--- src/rtl/tlpq_pkg.sv ---
// ----------------------------------------------------------------------------
// tlpq_pkg: shared types and constants of the two-level priority queue
// Holds the queue depth, the beat formats of both channels, the stored
// entry format, and the opcode and status codes.
// ----------------------------------------------------------------------------
package tlpq_pkg;

    localparam int QUEUE_DEPTH = 16;
    localparam int IDX_W       = $clog2(QUEUE_DEPTH);
    localparam int CNT_W       = $clog2(QUEUE_DEPTH + 1);

    localparam logic [1:0] OP_ENQ    = 2'd0;
    localparam logic [1:0] OP_TAKE   = 2'd1;
    localparam logic [1:0] OP_REMOVE = 2'd2;

    localparam logic [1:0] ST_DONE = 2'd0;
    localparam logic [1:0] ST_NONE = 2'd1;
    localparam logic [1:0] ST_FULL = 2'd2;

    typedef struct packed {
        logic [1:0]  opcode;
        logic [15:0] patient_id;
        logic        urgent;
        logic [2:0]  room_class;
        logic [15:0] payload_tag;
    } req_t;

    typedef struct packed {
        logic [1:0]  status;
        logic [15:0] out_id;
        logic        out_urgent;
        logic [2:0]  out_class;
        logic [15:0] out_payload;
        logic        queue_empty;
    } rsp_t;

    typedef struct packed {
        logic [15:0] id;
        logic        urgent;
        logic [2:0]  cls;
        logic [15:0] payload;
    } entry_t;

endpackage

--- src/rtl/two_level_priority_queue_with_match.sv ---
// ----------------------------------------------------------------------------
// two_level_priority_queue_with_match: ordered queue with class match
// Keeps up to QUEUE_DEPTH entries in rank order in a one-read, one-write memory and
// serves enqueue, take-by-class and remove-by-id with a small sequencer.
// ----------------------------------------------------------------------------
// Usage:
// The request channel (req_valid, req_stall, req) carries one operation per
// beat. The response channel (rsp_valid, rsp_stall, rsp) returns exactly one
// beat for every request, in request order.
// Each operation walks the entry memory one entry at a time through its one
// read port: a read state and an evaluate state for each entry examined during
// the search, and a check state and a write state for each entry moved when a
// gap is opened or closed. A full queue or an unused opcode skips the walk,
// and req_stall stays high until the block is back in its idle state.
// A finished response sits in an output register, so the next request is
// taken while the previous response still waits on rsp_stall. A second
// response waits inside the block until that register is free.
// Reset empties the queue at once by clearing the entry count; the memory
// itself is not cleared. After reset the block takes a request at once.
// ----------------------------------------------------------------------------
module two_level_priority_queue_with_match
    import tlpq_pkg::*;
(
    input  logic clk,
    input  logic rst_n,
    input  logic req_valid,
    output logic req_stall,
    input  req_t req,
    output logic rsp_valid,
    input  logic rsp_stall,
    output rsp_t rsp
);

    typedef enum logic [2:0] {
        S_IDLE,
        S_SCAN_RD,
        S_SCAN_EV,
        S_INS_CHK,
        S_INS_WR,
        S_DEL_CHK,
        S_DEL_WR,
        S_FINISH
    } state_t;

    state_t             state_reg;
    req_t               req_reg;
    rsp_t               res_reg;
    rsp_t               rsp_reg;
    logic               rsp_valid_reg;
    logic [CNT_W-1:0]   count_reg;
    logic [CNT_W-1:0]   idx_reg;
    logic [CNT_W-1:0]   pos_reg;
    entry_t             rdata_reg;

    entry_t             mem [QUEUE_DEPTH];
    logic               mem_we;
    logic [IDX_W-1:0]   mem_waddr;
    entry_t             mem_wdata;
    logic [IDX_W-1:0]   mem_raddr;

    logic [CNT_W-1:0]   idx_dec;
    logic [CNT_W-1:0]   idx_inc;
    entry_t             new_entry;
    rsp_t               res_init;
    rsp_t               rsp_next;

    assign idx_dec = idx_reg - CNT_W'(1);
    assign idx_inc = idx_reg + CNT_W'(1);

    assign new_entry.id      = req_reg.patient_id;
    assign new_entry.urgent  = req_reg.urgent;
    assign new_entry.cls     = req_reg.room_class;
    assign new_entry.payload = req_reg.payload_tag;

    assign req_stall = (state_reg != S_IDLE);
    assign rsp_valid = rsp_valid_reg;
    assign rsp       = rsp_reg;

    always_comb
    begin
        res_init        = '0;
        res_init.status = ST_NONE;
        if (req.opcode == OP_ENQ && count_reg == CNT_W'(QUEUE_DEPTH))
        begin
            res_init.status = ST_FULL;
        end
    end

    always_comb
    begin
        rsp_next             = res_reg;
        rsp_next.queue_empty = (count_reg == '0);
    end

    always_comb
    begin
        mem_we    = 1'b0;
        mem_waddr = idx_reg[IDX_W-1:0];
        mem_wdata = rdata_reg;
        mem_raddr = idx_reg[IDX_W-1:0];
        unique case (state_reg)
            S_INS_CHK:
            begin
                mem_raddr = idx_dec[IDX_W-1:0];
                if (idx_reg == pos_reg)
                begin
                    mem_we    = 1'b1;
                    mem_waddr = pos_reg[IDX_W-1:0];
                    mem_wdata = new_entry;
                end
            end
            S_INS_WR:
            begin
                mem_we = 1'b1;
            end
            S_DEL_CHK:
            begin
                mem_raddr = idx_inc[IDX_W-1:0];
            end
            S_DEL_WR:
            begin
                mem_we = 1'b1;
            end
            default:
            begin
            end
        endcase
    end

    always_ff @(posedge clk)
    begin
        if (mem_we)
        begin
            mem[mem_waddr] <= mem_wdata;
        end
        rdata_reg <= mem[mem_raddr];
    end

    always_ff @(posedge clk or negedge rst_n)
    begin
        if (!rst_n)
        begin
            state_reg     <= S_IDLE;
            rsp_valid_reg <= 1'b0;
            count_reg     <= '0;
            idx_reg       <= '0;
            pos_reg       <= '0;
            req_reg       <= '0;
            res_reg       <= '0;
            rsp_reg       <= '0;
        end
        else
        begin
            if (state_reg == S_FINISH && (!rsp_valid_reg || !rsp_stall))
            begin
                rsp_valid_reg <= 1'b1;
            end
            else if (rsp_valid_reg && !rsp_stall)
            begin
                rsp_valid_reg <= 1'b0;
            end
            unique case (state_reg)
                S_IDLE:
                begin
                    if (req_valid)
                    begin
                        req_reg <= req;
                        res_reg <= res_init;
                        idx_reg <= '0;
                        priority if (req.opcode == OP_ENQ)
                        begin
                            if (count_reg == CNT_W'(QUEUE_DEPTH))
                            begin
                                state_reg <= S_FINISH;
                            end
                            else if (req.urgent)
                            begin
                                state_reg <= S_SCAN_RD;
                            end
                            else
                            begin
                                pos_reg   <= count_reg;
                                idx_reg   <= count_reg;
                                state_reg <= S_INS_CHK;
                            end
                        end
                        else if (req.opcode == OP_TAKE || req.opcode == OP_REMOVE)
                        begin
                            state_reg <= S_SCAN_RD;
                        end
                        else
                        begin
                            state_reg <= S_FINISH;
                        end
                    end
                end
                S_SCAN_RD:
                begin
                    if (idx_reg == count_reg)
                    begin
                        if (req_reg.opcode == OP_ENQ)
                        begin
                            pos_reg   <= count_reg;
                            state_reg <= S_INS_CHK;
                        end
                        else
                        begin
                            state_reg <= S_FINISH;
                        end
                    end
                    else
                    begin
                        state_reg <= S_SCAN_EV;
                    end
                end
                S_SCAN_EV:
                begin
                    priority if (req_reg.opcode == OP_ENQ)
                    begin
                        if (rdata_reg.urgent)
                        begin
                            idx_reg   <= idx_inc;
                            state_reg <= S_SCAN_RD;
                        end
                        else
                        begin
                            pos_reg   <= idx_reg;
                            idx_reg   <= count_reg;
                            state_reg <= S_INS_CHK;
                        end
                    end
                    else if (req_reg.opcode == OP_TAKE
                             && rdata_reg.cls == req_reg.room_class)
                    begin
                        res_reg.status      <= ST_DONE;
                        res_reg.out_id      <= rdata_reg.id;
                        res_reg.out_urgent  <= rdata_reg.urgent;
                        res_reg.out_class   <= rdata_reg.cls;
                        res_reg.out_payload <= rdata_reg.payload;
                        state_reg           <= S_DEL_CHK;
                    end
                    else if (req_reg.opcode == OP_REMOVE
                             && rdata_reg.id == req_reg.patient_id)
                    begin
                        res_reg.status <= ST_DONE;
                        state_reg      <= S_DEL_CHK;
                    end
                    else
                    begin
                        idx_reg   <= idx_inc;
                        state_reg <= S_SCAN_RD;
                    end
                end
                S_INS_CHK:
                begin
                    if (idx_reg == pos_reg)
                    begin
                        count_reg      <= count_reg + CNT_W'(1);
                        res_reg.status <= ST_DONE;
                        state_reg      <= S_FINISH;
                    end
                    else
                    begin
                        state_reg <= S_INS_WR;
                    end
                end
                S_INS_WR:
                begin
                    idx_reg   <= idx_dec;
                    state_reg <= S_INS_CHK;
                end
                S_DEL_CHK:
                begin
                    if (idx_inc >= count_reg)
                    begin
                        count_reg <= count_reg - CNT_W'(1);
                        state_reg <= S_FINISH;
                    end
                    else
                    begin
                        state_reg <= S_DEL_WR;
                    end
                end
                S_DEL_WR:
                begin
                    idx_reg   <= idx_inc;
                    state_reg <= S_DEL_CHK;
                end
                S_FINISH:
                begin
                    if (!rsp_valid_reg || !rsp_stall)
                    begin
                        rsp_reg   <= rsp_next;
                        state_reg <= S_IDLE;
                    end
                end
                default:
                begin
                    state_reg <= S_IDLE;
                end
            endcase
        end
    end

endmodule

--- config.mk ---
export PLATFORM = sky130hd
export DESIGN_NAME = two_level_priority_queue_with_match
export DESIGN_NICKNAME = d
export VERILOG_FILES = /design/src/rtl/tlpq_pkg.sv /design/src/rtl/two_level_priority_queue_with_match.sv
export SDC_FILE = /design/constraint.sdc
export NUM_CORES = 1
export LEC_CHECK = 0
export BUFFER_PORTS_ARGS = -buffer_cell sky130_fd_sc_hd__buf_4
export CAP_MARGIN = 20
export CORE_ASPECT_RATIO = 2
export CORE_MARGIN = 2
export CORE_UTILIZATION = 60
export CTS_CLUSTER_DIAMETER = 100
export CTS_CLUSTER_SIZE = 8
export DETAILED_ROUTE_END_ITERATION = 8
export GPL_TIMING_DRIVEN = 1
export PLACE_DENSITY = 0.74
export SETUP_SLACK_MARGIN = 0.5
export SYNTH_ARGS = -nofsm -noshare
export SYNTH_HDL_FRONTEND = slang
export SYNTH_SLANG_ARGS = --single-unit
--- constraint.sdc ---
create_clock -name clk -period 8.3 [get_ports clk]
set_clock_uncertainty 0.05 [all_clocks]
set_input_delay 1.245 -clock clk [delete_from_list [all_inputs] [get_ports clk]]
set_output_delay 1.245 -clock clk [all_outputs]
set_load 0.05 [all_outputs]
# After elaboration in Yosys (flattened, before gate mapping)

Memories as Yosys holds them, arrays and structs flattened. A register that Yosys moved wholly into a read port is not among the register bits.
Cells that the tools add are included.
W data, S select, Z words.

Muxes and demuxes: 56
Equality and inequality tests: 32
Bitwise gates (word level): 0
Shifts and indexed selects: 0
Add/subtract/negate cells: 4
$mul: 0
Divide/modulo/power cells: 0
Reductions and logical operators: 29
Magnitude comparators: 1

Operators by type and width:

| cell                  | number |
|---|---|
| $mux W36              | 3 |
| $mux W5               | 18 |
| $pmux W36 S2          | 1 |
| $mux W39              | 1 |
| $mux W38              | 1 |
| $mux W3               | 10 |
| $ne A2 B2 Y1 const B  | 12 |
| $pmux W3 S8           | 1 |
| $pmux W5 S4           | 1 |
| $eq A16 B16 Y1        | 1 |
| $pmux W5 S3           | 1 |
| $mux W2               | 7 |
| $eq A3 B3 Y1 const B  | 4 |
| $add A5 B1 Y5 const B | 2 |
| $eq A5 B5 Y1          | 2 |
| $pmux W5 S2           | 1 |
| $sub A5 B1 Y5 const B | 2 |
| $ne A3 B3 Y1 const B  | 3 |
| $reduce_and A9 Y1     | 1 |
| $reduce_bool A3 Y1    | 3 |
| $mux W4               | 2 |
| $pmux W4 S2           | 1 |
| $reduce_and A4 Y1     | 2 |
| $eq A3 B2 Y1 const B  | 2 |
| other kinds (22)      | 40 |

Output and inout port bits: 41
Input bits: 42
Bits in read-only memories: 0
Bits in latches: 0
Flip-flop bits (word level): 134
Word-level logic and storage cells: 144
Memories: 1
RAM bits: 576

Memories:

| name | depth | width | rd ports | clocked after memory_dff | write ports | line                                      | RTL |
|---|---|---|---|---|---|---|---|
| mem  | 16    | 36    | 1        | 1                        | 1           | two_level_priority_queue_with_match.sv:55 | `entry_t mem [QUEUE_DEPTH];` |

# Depth between registers and ports, before layout

Gate-level depths: netlist of the first run.

Depth in word-level cells: 6
Depth in mapped cells: 10
Gate-level depth less buffers: 9

# Worst setup path after synthesis of the first run

Ideal clock, no wire load.

Path type: reg-to-reg
Start point: register idx_reg[4]
End point: memory mem[14][0] in the netlist's numbering (enable)
Cell stages (with the launch flop): 9
Path buffers: 2
Setup slack: 4.518 ns
Setup time: 0.429 ns
Data required time: 7.821 ns
Data arrival time: 3.303 ns
Cell sequence: dfrtp_1 -> clkbuf_1 -> xnor2_1 -> nand3_1 -> nor4_1 -> buf_2 -> a21o_1 -> nand3_1 -> nor2_1

Longest elaborated chain between the ends: 5
Elaborated cells on any way between the ends: 7
Those cells by class: eq/ne: 1; mux: 6

Ends and longest elaborated chain:

| what                          | line                                       | RTL |
|---|---|---|
| start, declared               | two_level_priority_queue_with_match.sv:51  | `logic [CNT_W-1:0] idx_reg;` |
| start signal, assigned        | two_level_priority_queue_with_match.sv:183 | `idx_reg <= count_reg;` |
| start signal, assigned        | two_level_priority_queue_with_match.sv:222 | `idx_reg <= idx_inc;` |
| start signal, assigned        | two_level_priority_queue_with_match.sv:228 | `idx_reg <= count_reg;` |
| $eq A5 B5 Y1 (*)              | two_level_priority_queue_with_match.sv:105 | `if (idx_reg == pos_reg)` |
| $mux W1                       | two_level_priority_queue_with_match.sv:105 |  |
| $pmux W1 S2                   | two_level_priority_queue_with_match.sv:101 | `unique case (state_reg)` |
| $mux W1                       | two_level_priority_queue_with_match.sv:132 | `if (mem_we)` |
| $mux W1 (not written as such) | two_level_priority_queue_with_match.sv:134 | `mem[mem_waddr] <= mem_wdata;` |
| end, declared                 | two_level_priority_queue_with_match.sv:55  |  |

Every way passes the cells marked *; elsewhere a longest branch is shown, timed or not.

# Worst setup path in the final report of the first run

Start point: register state_reg[0]
End point: register, netlist name rdata_reg[27]

Longest elaborated chain between the ends: 2
Elaborated cells on any way between the ends: 3
Those cells by class: eq/ne: 2; mux: 1

Ends and longest elaborated chain:

| what                                                | line                                       | RTL |
|---|---|---|
| start, declared                                     | two_level_priority_queue_with_match.sv:45  | `state_t state_reg;` |
| start signal, assigned                              | two_level_priority_queue_with_match.sv:143 | `state_reg <= S_IDLE;` |
| start signal, assigned                              | two_level_priority_queue_with_match.sv:174 | `state_reg <= S_FINISH;` |
| start signal, assigned                              | two_level_priority_queue_with_match.sv:178 | `state_reg <= S_SCAN_RD;` |
| $eq A3 B3 Y1 / $eq A3 B2 Y1 (equally long branches) | two_level_priority_queue_with_match.sv:101 |  |
| $pmux W4 S2 (*)                                     | two_level_priority_queue_with_match.sv:101 |  |

Marks and branches as above.
A chain may end at the register's enable or synchronous reset.

==> summary.md, run 1 <==
| Metric | Value |
|---|---|
| Post-synth EDFFs | `576` |
| Die Span Y | `315 um` |
| Syn-to-layout area delta | `15.4%` |
| Worst VDD drop | `~0.00060 V` |
| Status | `finished, final reports clean` |
| Worst-path fanout max | `103` |
| Synth top area share | `slightly below 60%` |
| Synth Flop Type | `edfxtp_1` |
| Post-DP HPWL | `34.7 mm` |
| Synth warn | `0` |
| Slew Viols, Final | `0` |
| 1st-pass router iterations | `7` |
| FP Rows | `114` |
| WL final | `68.4 mm` |
| CTS Hold Buffers Added | `0` |
| Syn Nets | `1597` |
| Tmin final | `4.30 ns` |
| Syn_area_per_cell | `between 15 and 20 sq um` |
| Initial antenna violation count | `0` |
| Cells after synthesis | `1544` |
| Async S/R FF share, synth | `18.0%` |
| Main area contributors after synthesis | `edfxtp_1 59%, dfrtp_1 12%, mux4_2 11%` |
| CTS tree | `done` |
| Most frequent cells in the layout | `576 x edfxtp_1, 145 x mux4_2, 134 x dfrtp_1, 130 x nand2_1, 118 x mux2_2` |
| GRT Overall Usage | `27.9%` |
| Critical path class | `register to register` |
| RSZ-0062 raised after global routing | `no` |
| Setup TNS | `0 ns` |
| Max FFs per register | `576` |
| Data arrival, critical path | `~4.8 ns` |
| Post-layout power | `between 10 and 15 mW` |
| Clock sinks | `746` |
| Wire length of the first global-routing pass | `slightly above 100 mm` |
| Vias in the first global route | `~16000` |
| Worst slew pin tran | `1.04 ns` |
| Final-stage net count | `between 1500 and 2000` |
| Clk buf depth | `3` |
| Via count | `15385` |
| CTS clk-pin slew, worst paths | `0.05 ns` |
| Post-Synthesis Cell Area | `29100 sq um` |
| H-tree Lvls | `3` |
| Total gr overflow | `0` |
| Clock Latency Late Sink | `0.65 ns` |
| Hold Violations, Final | `0` |
| CORE AREA | `around 48000 sq um` |
| Fraction of layout instances using a drive strength above 1 | `29.4%` |
| Wirelength per Cell | `around 28 um` |
| Commonest non-fill, non-tap cell in the layout | `edfxtp_1` |
| Final setup fails | `0` |
| Period utilization | `51.7%` |
| CTS buffer count | `between 100 and 150` |
| Die W | `160 um` |
| Pin count of the biggest net entering global routing | `145` |
| Final Wtd Congestion | `0.832` |
| Post-CTS Setup Bufs | `0` |
| Port Buffers | `82` |
| Leak pwr | `between 10 and 15 nW` |
| Startpoint types | `register` |
| Sequential area share after synthesis | `73.5%` |
| Worst hold-check path type | `register to register` |
| Pwr per Cell Area | `436 nW/um^2` |
| Max Cap Viol | `0` |
| Flops & latches, synth | `746` |
| DRC Markers | `0` |
| Root buffer cell | `clkbuf_16` |
| Antenna Nets Post-Route | `0` |
| Cell variety after synth | `62` |
| Inserted Diodes | `0` |
| Crit end category | `register` |
| Via/cell ratio | `6.40` |
| Die area | `50400 sq um` |
| Achievable frequency | `about 230 MHz` |
| Synth area leader | `edfxtp_1` |
| Post-CTS sizing | `0` |
| Worst slew margin | `29.8%` |
| Req. time, crit path | `8.76 ns` |
| I/O pin cnt | `83` |
| 1st-iter DRT viols | `approximately 1400` |
| Starting density of the core | `60.5%` |
-- layer usage --
| metal | global-route usage (%) | part of all wire, % | vias up |
|---|---|---|---|
| met2 | 48.4 | 53 | 748 |
| met1 | 35.3 | 36 | 8057 |
| met4 | 11.7 | 3.6 | 0 |
| met5 | 0 | 0 | - |
| li1 | - | - | 6423 |
| met3 | 4.63 | 7.6 | 157 |
-- where the power goes --
group          switching, mW  internal, mW
clock network           1.53          2.35
registers              0.459          5.10
logic                   2.91          2.27
-- area by class of cell --
type | instances | area, sq um
Tap cell | 638 | 798
Timing Repair Buffer | 114 | 885
Clock inverter | 7 | 134
Sequential cell | 746 | 21400
Multi-Input combinational cell | 702 | 7430
Inverter | 14 | 52.6
Clock buffer | 183 | 2900
Fill cell | 2961 | 14500
-- through the flow --
stage	util [%]	cell area (sq um)	setup slack, ns	hold WS (ns)	instances
finish	69.8	33600	4.00	0.414	2404
global route	69.8	33600	3.58	0.431	2404
CTS	69.8	33600	3.92	0.413	2404
detailed placement	63.5	30500	3.95	0.401	2214
global placement	63.5	30500	4.13	0.393	2214
floorplan	-	29100	4.52	0.376	1544
-- critical path, cell delays in order (launching register included) --
cell,delay (ns)
dfrtp_1,0.82
inv_1,0.38
a21oi_2,0.31
xnor2_4,0.15
buf_12,0.64
buf_4,0.79
mux4_2,0.63
a22oi_1,0.24
nand2_1,0.07
-- final timing paths --
kind	from	endpoint	slack [ns]	cells past startpoint
min in group asynchronous	rst_n	rsp[18]	0.58	1
hold / removal	rdata_reg[5]	res_reg[6]	0.41	2
setup / recovery	state_reg[0]	rdata_reg[27]	4.00	8
max in group asynchronous	rst_n	res_reg[6]	6.21	2
hold reg to reg	rdata_reg[5]	res_reg[6]	0.41	2
setup reg to reg	state_reg[0]	rdata_reg[27]	4.00	8
-- cells in the mapped netlist, drive strengths merged (3+ instances only) --
cell	n
edfxtp	576
mux4	145
dfrtp	134
nand2	131
mux2	118
a22oi	74
buf	45
nand3	45
clkbuf	37
dfxtp	36
nor2	30
xnor2	20
xor2	20
a21oi	15
o21ai	15
inv	14
nor3	11
ha	10
mux2i	8
a21o	5
nor4	5
or3	5
nand2b	4
o21a	3
or2	3
-- logic make-up (layout without fill, tap and decap cells) --
group,Yosys count,in the layout,synth area share (%)
compound gates,135,135,3.44
xor+xnor,40,40,1.23
fa+ha+maj,11,11,0.499
buf+inv,96,318,1.52
flops,746,746,73.5
mux,271,271,16.1
simple gates,245,245,3.77
No activity file was read; power rests on OpenSTA's default activity.
==> run 2, diff against run 1 <==
--- a/config.mk
+++ b/config.mk
@@ -5,16 +5,17 @@
 export SDC_FILE = /design/constraint.sdc
 export NUM_CORES = 1
 export LEC_CHECK = 0
+export ABC_AREA = 1
 export BUFFER_PORTS_ARGS = -buffer_cell sky130_fd_sc_hd__buf_4
 export CAP_MARGIN = 20
 export CORE_ASPECT_RATIO = 2
 export CORE_MARGIN = 2
-export CORE_UTILIZATION = 60
+export CORE_UTILIZATION = 56
 export CTS_CLUSTER_DIAMETER = 100
 export CTS_CLUSTER_SIZE = 8
 export DETAILED_ROUTE_END_ITERATION = 8
 export GPL_TIMING_DRIVEN = 1
-export PLACE_DENSITY = 0.74
+export PLACE_DENSITY = 0.72
 export SETUP_SLACK_MARGIN = 0.5
 export SYNTH_ARGS = -nofsm -noshare
 export SYNTH_HDL_FRONTEND = slang
==> constraint.sdc (replaced) <==
create_clock -name clk -period 3.7 [get_ports clk]
set_clock_uncertainty 0.05 [all_clocks]
set_input_delay 0.555 -clock clk [delete_from_list [all_inputs] [get_ports clk]]
set_output_delay 0.555 -clock clk [all_outputs]
set_load 0.05 [all_outputs]
==> run 2 against run 1 <==
Against the previous run: largest cell class unchanged; synthesized area increased by 13%; critical endpoint is now rdata_reg[20]; synthesized cell count increased by 110%; routed wire length increased by 33%; worst hold slack got worse by 0.35 ns; sequential power increased by 130%; register-to-register slack got worse by 3.2 ns.
==> summary.md, run 2 <==
| Metric | Value |
|---|---|
| FP Rows | `125 (+9.6%)` |
| Clk buf depth | `3 (unchanged)` |
| WL final | `90.8 mm (+33%)` |
| Cells after synthesis | `3312 (+110%)` |
| CTS buffer count | `103 (unchanged)` |
| CORE AREA | `58000 sq um (+21%)` |
| Cell variety after synth | `40 (-35%)` |
| Setup TNS | `0 ns (unchanged)` |
| Wire length of the first global-routing pass | `138 mm (+35%)` |
| Critical Path Max Stage Delay | `0.57 ns (-0.25 ns)` |
| I/O pin cnt | `83 (unchanged)` |
| Post-CTS Setup Bufs | `0 (unchanged)` |
| Die W | `175 um (+9.8%)` |
| Final Wtd Congestion | `0.899 (+8.0%)` |
| Final-stage net count | `3460 (+100%)` |
| Main area contributors after synthesis | `edfxtp_1 53%, dfrtp_1 10%, nand3_1 9.8%` |
| Worst hold-check path type | `input pin to register` |
| Achievable frequency | `340 MHz (+46%)` |
| Worst VDD drop | `0.000667 V (+11%)` |
| Max Cap Viol | `0 (unchanged)` |
| CP max-delay cell | `dfrtp_1` |
| Max FFs per register | `576 (unchanged)` |
| Die area | `60800 sq um (+21%)` |
| H-tree Lvls | `3 (unchanged)` |
| Via count | `24344 (+58%)` |
| Pwr per Cell Area | `982 nW/um^2 (+130%)` |
| 1st-pass router iterations | `6 (-1)` |
| CTS tree | `done` |
| Most frequent cells after synthesis | `778 x nand2_1, 642 x nand3_1, 576 x edfxtp_1, 576 x inv_1, 134 x dfrtp_1` |
| DRC Markers | `0 (unchanged)` |
| Die Span Y | `347 um (+9.9%)` |
| Fraction of layout instances using a drive strength above 1 | `9.05% (-20 points)` |
| Vias in the first global route | `24494 (+51%)` |
| Root buffer cell | `clkbuf_16` |
| Syn_area_per_cell | `9.93 sq um (-47%)` |
| Worst slew margin | `38.5% (+8.7 points)` |
| Initial antenna violation count | `0 (unchanged)` |
| Clock Latency Late Sink | `0.66 ns (about the same)` |
| Leak pwr | `16.4 nW (+37%)` |
| Post-synth EDFFs | `576 (unchanged)` |
| Async S/R FF share, synth | `18.0% (unchanged)` |
| Startpoint types | `register` |
| R2R setup slack | `0.76 ns (-3.25 ns)` |
| Synth warn | `0 (unchanged)` |
| Post-DP HPWL | `52.0 mm (+50%)` |
| Post-CTS sizing | `0 (unchanged)` |
| Crit path cell chain | `inv_2 > nand3_2 > nand3_4 > nand2_8 > buf_4 > nand2_1 > nand3_1 > nand3_1 > nand3_1 > nand2_1` |
| Final setup fails | `0 (unchanged)` |
| Commonest non-fill, non-tap cell in the layout | `nand2_1` |
| Post-layout power | `37.2 mW (+150%)` |
| Sequential area share after synthesis | `65.0% (-8.5 points)` |
| Via/cell ratio | `5.73 (-11%)` |
| Antenna Nets Post-Route | `0 (unchanged)` |
| Syn Nets | `3365 (+110%)` |
| Critical path class | `register to register` |
| Worst slew pin tran | `0.923 ns (-0.120 ns)` |
| CTS clk-pin slew, worst paths | `0.05 ns (about the same)` |
| GRT Overall Usage | `30.1% (+2.2 points)` |
| Slew Viols, Final | `0 (unchanged)` |
| Total gr overflow | `0 (unchanged)` |
| Pin count of the biggest net entering global routing | `143 (-1.4%)` |
| Syn-to-layout area delta | `15.1%` |
| Tmin final | `2.94 ns (-1.35 ns)` |
| Data arrival, critical path | `3.42 ns (-1.34 ns)` |
| Hold Violations, Final | `0 (unchanged)` |
| Crit end category | `register` |
| Most frequent cell after synthesis | `nand2_1` |
| Post-Synthesis Cell Area | `32900 sq um (+13%)` |
| Port Buffers | `82 (unchanged)` |
| Worst-path fanout max | `62 (-40%)` |
| 1st-iter DRT viols | `2436 (+70%)` |
| Synth area leader | `edfxtp_1` |
| Wirelength per Cell | `21.4 um (-25%)` |
| Status | `finished, final reports clean` |
| Synth top area share | `52.6% (-6.9 points)` |
| Starting density of the core | `56.7% (-3.8 points)` |
| RSZ-0062 raised after global routing | `no` |
| Inserted Diodes | `0 (unchanged)` |
| Clock sinks | `746 (unchanged)` |
| Synth Flop Type | `edfxtp_1` |
| Most frequent cells in the layout | `776 x nand2_1, 641 x nand3_1, 576 x edfxtp_1, 575 x inv_1, 134 x dfrtp_1` |
| Worst path most repeated cell | `nand3_1` |
| Period utilization | `79.6% (+28 points)` |
| Flops & latches, synth | `746 (unchanged)` |
| Req. time, crit path | `4.18 ns (-4.58 ns)` |
[run 2: cells by family (layout without fill, tap and decap cells)]
group | count (synthesis) | after routing | share of synthesized area [%]
simple gates | 1641 | 1641 | 22.8
buf+inv | 755 | 933 | 9.05
flops | 746 | 746 | 65.0
compound gates | 143 | 143 | 2.27
xor+xnor | 16 | 16 | 0.426
fa+ha+maj | 11 | 11 | 0.441
[run 2: cell type report]
| type | instances | area, sq um |
|---|---|---|
| clock inverters | 6 | 100 |
| inverters | 580 | 2180 |
| clock buffers | 182 | 2900 |
| flip-flops and latches | 746 | 21400 |
| repair buffers | 165 | 1620 |
| multi-input cells | 1811 | 8740 |
| well taps | 762 | 953 |
| fillers | 4412 | 20200 |
[run 2: final timing paths]
kind / from / to / cells after the start
max: state_reg[2] / rdata_reg[20] / 10
min: req[11] / new_entry[11] / 3
max reg2reg: state_reg[2] / rdata_reg[20] / 10
min reg2reg: res_reg[37] / res_reg[37] / 2
max in group asynchronous: rst_n / new_entry[11] / 3
min in group asynchronous: rst_n / count_reg[0] / 2
[run 2: critical path, delay by kind of cell (launching register included)]
kind | cells | cell delay [ns]
buffers and inverters | 2 | 0.45
AND/OR/NAND/NOR | 8 | 1.74
flip-flops | 1 | 0.57
[run 2: metal layers]
metal / track usage (%) / vias to the layer above / routed length (um)
li1: - / 11022 / -
met1: 34.8 / 11616 / 31300
met2: 52.4 / 1373 / 45900
met3: 4.93 / 333 / 8120
met4: 17.8 / 0 / 5520
met5: 0 / - / 0
[run 2: timing repair]
item                                   CTS  global route
endpoints found under the hold margin   42             0
hold buffers                             1             0
setup endpoints to repair                0             0
[run 2: power breakdown]
part | switching (mW) | total (mW) | leakage, nW | internal (mW)
clock | 3.49 | 8.74 | 1.42 | 5.25
sequential | 0.970 | 12.6 | 7.25 | 11.6
combinational | 11.3 | 15.9 | 7.75 | 4.59
total | 15.7 | 37.2 | 16.4 | 21.4
[run 2: through the flow]
stage	std cells	worst slack (ns)	cell area [sq um]	util, %	hold WS (ns)
finish	4252	0.756	37900	65.2	0.0631
global route	4252	0.591	37900	65.2	0.0454
global placement	4063	0.807	34800	60.1	0.409
CTS	4252	0.766	37900	65.2	0.0326
detailed placement	4063	0.791	34800	60.1	0.413
floorplan	3312	0.404	32900	-	0.209
